File: src/hw/rtl/rbdq_pkg.sv
// Shared constants, codes, types and pointer helpers for the ring buffer deque.
// No dependencies; imported by rbdq_ctrl and ring_buffer_deque_core.
package rbdq_pkg;

    // Build-time sizing
    localparam int DEPTH      = 16;
    localparam int DATA_WIDTH = 32;

    // Derived widths
    localparam int ADDR_W  = $clog2(DEPTH);
    localparam int CNT_W   = $clog2(DEPTH + 1);
    localparam int STORE_W = (DATA_WIDTH < 32) ? DATA_WIDTH : 32;
    localparam int IDX_W   = 4;
    localparam int CMP_W   = (CNT_W > IDX_W) ? CNT_W : IDX_W;
    localparam int SUM_W   = ((ADDR_W > IDX_W) ? ADDR_W : IDX_W) + 1;

    // Port field widths
    localparam int OP_W     = 3;
    localparam int VALUE_W  = 32;
    localparam int STATUS_W = 2;
    localparam int COUNT_W  = 5;

    // Operation codes
    localparam logic [OP_W-1:0] OP_PUSH_FRONT = 3'd0;
    localparam logic [OP_W-1:0] OP_PUSH_BACK  = 3'd1;
    localparam logic [OP_W-1:0] OP_POP_FRONT  = 3'd2;
    localparam logic [OP_W-1:0] OP_POP_BACK   = 3'd3;
    localparam logic [OP_W-1:0] OP_READ       = 3'd4;

    // Status codes
    localparam logic [STATUS_W-1:0] ST_OK    = 2'd0;
    localparam logic [STATUS_W-1:0] ST_FULL  = 2'd1;
    localparam logic [STATUS_W-1:0] ST_EMPTY = 2'd2;
    localparam logic [STATUS_W-1:0] ST_RANGE = 2'd3;

    // Store access issued by the controller
    typedef struct packed {
        logic              we;
        logic              re;
        logic [ADDR_W-1:0] addr;
    } ram_req_t;

    // Per-transfer result fields, minus the store data
    typedef struct packed {
        logic                rd_ok;
        logic [STATUS_W-1:0] status;
        logic [COUNT_W-1:0]  count;
    } res_meta_t;

    // Circular pointer step forward
    function automatic logic [ADDR_W-1:0] slot_next(input logic [ADDR_W-1:0] p);
        return (p == ADDR_W'(DEPTH - 1)) ? '0 : p + 1'b1;
    endfunction

    // Circular pointer step backward
    function automatic logic [ADDR_W-1:0] slot_prev(input logic [ADDR_W-1:0] p);
        return (p == '0) ? ADDR_W'(DEPTH - 1) : p - 1'b1;
    endfunction

endpackage

File: src/hw/rtl/rbdq_ram.sv
// Generic single-port synchronous RAM with registered read.
// No dependencies.
module rbdq_ram #(
    parameter int WIDTH = 32,
    parameter int DEPTH = 16
) (
    input  logic                     clk,
    input  logic                     we,
    input  logic                     re,
    input  logic [$clog2(DEPTH)-1:0] addr,
    input  logic [WIDTH-1:0]         wdata,
    output logic [WIDTH-1:0]         rdata
);

    logic [WIDTH-1:0] mem [DEPTH];
    logic [WIDTH-1:0] rdata_reg;

    // Write port and registered read
    always_ff @(posedge clk)
    begin
        if (we)
        begin
            mem[addr] <= wdata;
        end
        if (re)
        begin
            rdata_reg <= mem[addr];
        end
    end

    assign rdata = rdata_reg;

endmodule

File: src/hw/rtl/rbdq_ctrl.sv
// Front/back pointers and element count; decodes each operation into a store
// access and the result status. Depends on rbdq_pkg.
module rbdq_ctrl
    import rbdq_pkg::*;
(
    input  logic             clk,
    input  logic             rst_n,
    input  logic             accept,
    input  logic [OP_W-1:0]  operation,
    input  logic [IDX_W-1:0] index,
    output ram_req_t         ram_req,
    output res_meta_t        meta
);

    logic [ADDR_W-1:0] front_reg, front_next;
    logic [ADDR_W-1:0] back_reg, back_next;
    logic [CNT_W-1:0]  count_reg, count_next;

    logic              full;
    logic              empty;
    logic [SUM_W-1:0]  slot_sum;
    logic [SUM_W-1:0]  slot_wrap;
    logic [ADDR_W-1:0] read_slot;
    logic [ADDR_W-1:0] front_prev;

    assign full  = (count_reg == CNT_W'(DEPTH));
    assign empty = (count_reg == '0);

    // Logical index to physical slot; valid reads keep the sum below 2*DEPTH
    assign slot_sum   = SUM_W'(front_reg) + SUM_W'(index);
    assign slot_wrap  = (slot_sum >= SUM_W'(DEPTH)) ? slot_sum - SUM_W'(DEPTH) : slot_sum;
    assign read_slot  = slot_wrap[ADDR_W-1:0];
    assign front_prev = slot_prev(front_reg);

    // Operation decode
    always_comb
    begin
        front_next  = front_reg;
        back_next   = back_reg;
        count_next  = count_reg;
        ram_req.we  = 1'b0;
        ram_req.re  = 1'b0;
        ram_req.addr = read_slot;
        meta.rd_ok  = 1'b0;
        meta.status = ST_OK;
        case (operation)
            OP_PUSH_FRONT:
            begin
                ram_req.addr = front_prev;
                if (full)
                begin
                    meta.status = ST_FULL;
                end
                else
                begin
                    front_next = front_prev;
                    count_next = count_reg + 1'b1;
                    ram_req.we = accept;
                end
            end
            OP_PUSH_BACK:
            begin
                ram_req.addr = back_reg;
                if (full)
                begin
                    meta.status = ST_FULL;
                end
                else
                begin
                    back_next  = slot_next(back_reg);
                    count_next = count_reg + 1'b1;
                    ram_req.we = accept;
                end
            end
            OP_POP_FRONT:
            begin
                if (empty)
                begin
                    meta.status = ST_EMPTY;
                end
                else
                begin
                    front_next = slot_next(front_reg);
                    count_next = count_reg - 1'b1;
                end
            end
            OP_POP_BACK:
            begin
                if (empty)
                begin
                    meta.status = ST_EMPTY;
                end
                else
                begin
                    back_next  = slot_prev(back_reg);
                    count_next = count_reg - 1'b1;
                end
            end
            OP_READ:
            begin
                if (CMP_W'(index) >= CMP_W'(count_reg))
                begin
                    meta.status = ST_RANGE;
                end
                else
                begin
                    meta.rd_ok = 1'b1;
                    ram_req.re = accept;
                end
            end
            default:
            begin
                meta.status = ST_OK;
            end
        endcase
        meta.count = COUNT_W'(count_next);
    end

    // Pointer and count state
    always_ff @(posedge clk or negedge rst_n)
    begin
        if (!rst_n)
        begin
            front_reg <= '0;
            back_reg  <= '0;
            count_reg <= '0;
        end
        else if (accept)
        begin
            front_reg <= front_next;
            back_reg  <= back_next;
            count_reg <= count_next;
        end
    end

endmodule

File: src/hw/rtl/ring_buffer_deque_core.sv
// Top level of the ring buffer deque: stream handshake, result stages, store.
// Depends on rbdq_pkg, rbdq_ctrl and rbdq_ram.
//
// Fixed-capacity double-ended queue of DEPTH entries held in one single-port
// synchronous RAM. Each input transfer carries one operation (push front, push
// back, pop front, pop back, read at logical index) and yields exactly one
// output transfer with read data, status and the element count after the
// operation. One operation is taken per clock cycle while s_tready is high; a
// result passes through the registered read of the store and then the output
// register. Pointer and count updates finish in the accept cycle, so
// back-to-back operations on the same entry see each other without interlock.
// Backpressure on the output stalls the input only when both result stages
// are occupied.
module ring_buffer_deque_core
    import rbdq_pkg::*;
(
    input  logic        clk,
    input  logic        rst_n,
    input  logic        s_tvalid,
    output logic        s_tready,
    input  logic [39:0] s_tdata,   // push_value[31:0], index[35:32], zero pad
    input  logic [2:0]  s_tuser,   // operation[2:0]
    output logic        m_tvalid,
    input  logic        m_tready,
    output logic [39:0] m_tdata,   // read_data[31:0], element_count[36:32], zero pad
    output logic [1:0]  m_tuser    // status[1:0]
);

    logic       accept;
    ram_req_t   ram_req;
    res_meta_t  meta;
    logic [STORE_W-1:0] rdata;

    logic       p1_valid_reg;
    res_meta_t  p1_meta_reg;
    logic       out_valid_reg;
    logic [VALUE_W-1:0]  out_data_reg;
    logic [STATUS_W-1:0] out_status_reg;
    logic [COUNT_W-1:0]  out_count_reg;
    logic       out_free;
    logic       p1_move;

    // Handshake: stage 1 drains into the output register when it is free
    assign out_free = !out_valid_reg || m_tready;
    assign p1_move  = p1_valid_reg && out_free;
    assign s_tready = !p1_valid_reg || out_free;
    assign accept   = s_tvalid && s_tready;

    rbdq_ctrl u_ctrl (
        .clk       (clk),
        .rst_n     (rst_n),
        .accept    (accept),
        .operation (s_tuser),
        .index     (s_tdata[35:32]),
        .ram_req   (ram_req),
        .meta      (meta)
    );

    rbdq_ram #(
        .WIDTH (STORE_W),
        .DEPTH (DEPTH)
    ) u_store (
        .clk   (clk),
        .we    (ram_req.we),
        .re    (ram_req.re),
        .addr  (ram_req.addr),
        .wdata (s_tdata[STORE_W-1:0]),
        .rdata (rdata)
    );

    // Stage 1: waits on the store read
    always_ff @(posedge clk or negedge rst_n)
    begin
        if (!rst_n)
        begin
            p1_valid_reg <= 1'b0;
        end
        else if (accept)
        begin
            p1_valid_reg <= 1'b1;
        end
        else if (p1_move)
        begin
            p1_valid_reg <= 1'b0;
        end
    end

    always_ff @(posedge clk)
    begin
        if (accept)
        begin
            p1_meta_reg <= meta;
        end
    end

    // Output register
    always_ff @(posedge clk or negedge rst_n)
    begin
        if (!rst_n)
        begin
            out_valid_reg <= 1'b0;
        end
        else if (p1_move)
        begin
            out_valid_reg <= 1'b1;
        end
        else if (m_tready)
        begin
            out_valid_reg <= 1'b0;
        end
    end

    always_ff @(posedge clk)
    begin
        if (p1_move)
        begin
            out_data_reg   <= p1_meta_reg.rd_ok ? VALUE_W'(rdata) : '0;
            out_status_reg <= p1_meta_reg.status;
            out_count_reg  <= p1_meta_reg.count;
        end
    end

    assign m_tvalid = out_valid_reg;
    assign m_tdata  = {3'b000, out_count_reg, out_data_reg};
    assign m_tuser  = out_status_reg;

endmodule
File: config.mk
export PLATFORM = sky130hd
export DESIGN_NAME = ring_buffer_deque_core
export DESIGN_NICKNAME = d
export VERILOG_FILES = /design/src/hw/rtl/rbdq_pkg.sv /design/src/hw/rtl/rbdq_ram.sv /design/src/hw/rtl/rbdq_ctrl.sv /design/src/hw/rtl/ring_buffer_deque_core.sv
export SDC_FILE = /design/constraint.sdc
export NUM_CORES = 1
export LEC_CHECK = 0
export BUFFER_PORTS_ARGS = -buffer_cell sky130_fd_sc_hd__buf_2
export CAP_MARGIN = 20
export CELL_PAD_IN_SITES_DETAIL_PLACEMENT = 0
export CELL_PAD_IN_SITES_GLOBAL_PLACEMENT = 1
export CORE_UTILIZATION = 50
export DETAILED_ROUTE_END_ITERATION = 12
export PLACE_DENSITY_LB_ADDON = 0.1
export SLEW_MARGIN = 20
export SYNTH_ARGS = -nofsm -noshare
export SYNTH_HDL_FRONTEND = slang
export SYNTH_SLANG_ARGS = --single-unit
File: constraint.sdc
create_clock -name clk -period 15.15 [get_ports clk]
set_clock_uncertainty 0.05 [all_clocks]
set_input_delay 0.7575 -clock clk [delete_from_list [all_inputs] [get_ports clk]]
set_output_delay 0.7575 -clock clk [all_outputs]
set_load 0.05 [all_outputs]
==> reports/qor.txt <==
core area - 48000 um^2
placement row count - 80
Layout Cells excl Fill - 2542
Yosys top cell by area - edfxtp_1
Synth cell types - 54
worst skew pair latency - 620 ps
Arr. time, crit path - 5910 ps
Synth top area share - 72.5%
CTS sink count - 606
most frequent cells after synthesis - 591 x edfxtp_1, 332 x nand2_1, 237 x nor2_1, 67 x and3_1, 65 x o22ai_1
Final ANT Viol Nets - 0
setup TNS - 0 ps
total power - 5.16 mW
CP dominant cell by count - buf_4
H-tree Lvls - 2
Detailed Place HPWL - 30300 um
Cell Area, Synth - 24500 um^2
Fmax - 175 MHz
I/O Buffers - 83
syn avg cell area - 13.4 um^2
max reg flops - 512
Max IR drop VDD - 0.163 mV
area growth from synthesis to layout - 12.3%
Least-Margin Pin Slew - 1140 ps
Layout Nets - 1936
CTS tree - done
flip-flop and latch count after synthesis - 606
worst-case clock buffer depth - 3
crit end category - flip-flop
Final Hold Vio Count - 0
startpoint types - flip-flop
pwr/cell area - 188 nW/um^2
WP data required - 15360 ps
max-cap violations - 0
Crit Path Max Fanout - 51
grt ovf - 0
top_reg_cell synth - edfxtp_1
Die ar. - 49800 um^2
IO Pins - 91
critical path's slowest cell - nor2_4
clock buffer count from CTS - 60
FF-to-FF Start - u_ctrl.front_reg[2]
crit share post-route - 37.6%
number of synthesized flops with an enable pin - 591
Critical Path Start - u_ctrl.front_reg[2]
pin count of the biggest net entering global routing - 180
routed len/inst - 23.5 um
crit-path max cell delay - 990 ps
dpl cells - 2427
Tmin final - 5700 ps
max-slew violations - 0
number of iterations in the first detailed-routing pass - 5
register area share after synthesis - 74.0%
RSZ-0062 raised after global routing - no
Max-Slew Margin vs Limit - 23.7%
Final setup viols - 0
CP Class - flip-flop to flip-flop
Die Width - 223 um
Synth async-reset ratio - 2.48%
share of post-route cells with drive strength above 1 - 12.4%
Syn. warnings - 0
worst min-delay path class - input pin to flip-flop
Clk Tree Root Cell - clkbuf_16
synth top area cells - edfxtp_1 73%, nand2_1 5.1%, nor2_1 3.6%
Worst-path clk slew - 60 ps
status - finished, final reports clean
via count - 15000
Cell Chain, Critical Path - ha_1, a21oi_1, a211o_1, nand3_4, nor2_4, buf_4, nand4_1, a21oi_4, buf_4
cells after synthesis - 1823
DR vias/cell - 5.90
initial antenna violation count - 0
vias in the first global route - 14500
GPL Wtd Cong - 0.754
first-pass GRT wire length - 89800 um
Die Ht - 223 um
DRT iter0 DRCs - 1343
LEAKAGE - 9.46 nW
initial core utilization - 50.9%
drt total wl - 59700 um
# DRC - 0
most frequent cell after synthesis - edfxtp_1
post-CTS setup buffers - 0
hold_sp - s_tvalid
Total Routing Usage GR - 24.2%
==> cell families (layout without fill, tap and decap cells) <==
group / after synthesis / count (layout) / share of synthesized area, %
simple gates: 786 / 786 / 14.1
xor+xnor: 10 / 10 / 0.358
fa+ha+maj: 14 / 14 / 0.746
mux: 3 / 3 / 0.138
buf+inv: 145 / 245 / 2.70
flops: 606 / 606 / 74.0
compound gates: 258 / 258 / 7.93
other cells: 1 / 5 / 0.0153
==> critical path, delay by kind of cell, from the launching register on <==
kind	cells	cell delay [ps]
flops	1	460
fa+ha+maj	1	350
simple gates	3	2140
buf+inv	2	1140
compound gates	3	1130
==> area by class of cell <==
type,count,area [um^2]
diodes,2,5.00
inverters,15,56.3
well taps,615,769
flip-flops and latches,606,18100
repair buffers,118,693
multi-input cells,1074,5910
fillers,3886,20500
clock buffers,71,1560
clock inverters,41,379
==> worst paths after layout <==
kind | endpoint | slack (ps) | cells after the start
worst min-delay path | p1_valid_reg | 290 | 2
max in group asynchronous | u_ctrl.back_reg[0] | 14210 | 2
worst min register to register | m_tuser[1] | 370 | 0
worst max register to register | u_store.mem[2][16] | 9450 | 9
worst max-delay path | u_store.mem[2][16] | 9450 | 9
min in group asynchronous | u_ctrl.count_reg[0] | 550 | 2
==> layout by cell type (no fill, tap or decap), types with 4 or more instances in the layout <==
master,instances
edfxtp_1,591
nand2_1,331
nor2_1,228
buf_2,83
and3_1,66
o22ai_1,65
clkbuf_16,61
nand3_1,40
nand4_1,37
a41oi_1,33
and2_1,33
buf_4,33
a32oi_1,32
o311ai_1,32
o221ai_1,32
o21ai_0,20
a21oi_1,19
clkinv_1,16
clkinv_2,16
inv_1,15
dfrtp_1,15
ha_1,13
clkbuf_1,10
nor2_4,9
nor3_1,8
xnor2_1,8
nand2b_1,7
bufinv_16,7
nor2b_4,4
a21oi_4,4
or3_1,4
==> per-stage QoR <==
step | hold WS (ps) | utilization (%) | setup slack, ps | instance area, um^2
CTS | 252 | 57.2 | 9530 | 27500
global placement | 354 | 53.2 | 9040 | 25500
global route | 280 | 57.2 | 9250 | 27500
floorplan | 350 | - | 9250 | 24500
finish | 290 | 57.2 | 9450 | 27500
detailed placement | 355 | 53.2 | 9020 | 25500
==> metal layers <==
metal	routed length [um]	global-route usage (%)
met4	1400	7.40
met3	3480	3.12
met5	0	0
met2	27800	38.3
met1	27000	35.3
==> where the power goes <==
| group | internal [mW] | total, mW | switching [mW] |
|---|---|---|---|
| Sequential | 1.96 | 2.01 | 0.0460 |
| Combinational | 0.514 | 1.69 | 1.17 |
| Clock | 0.853 | 1.47 | 0.621 |
| Total | 3.33 | 5.16 | 1.84 |
==> repair_timing <==
item                      4_1_cts  5_1_grt
hold endpoints to repair       10        0
gates resized for setup         0        0
hold buffers                    1        0
Note: power is estimated with default switching activity, not from simulation.
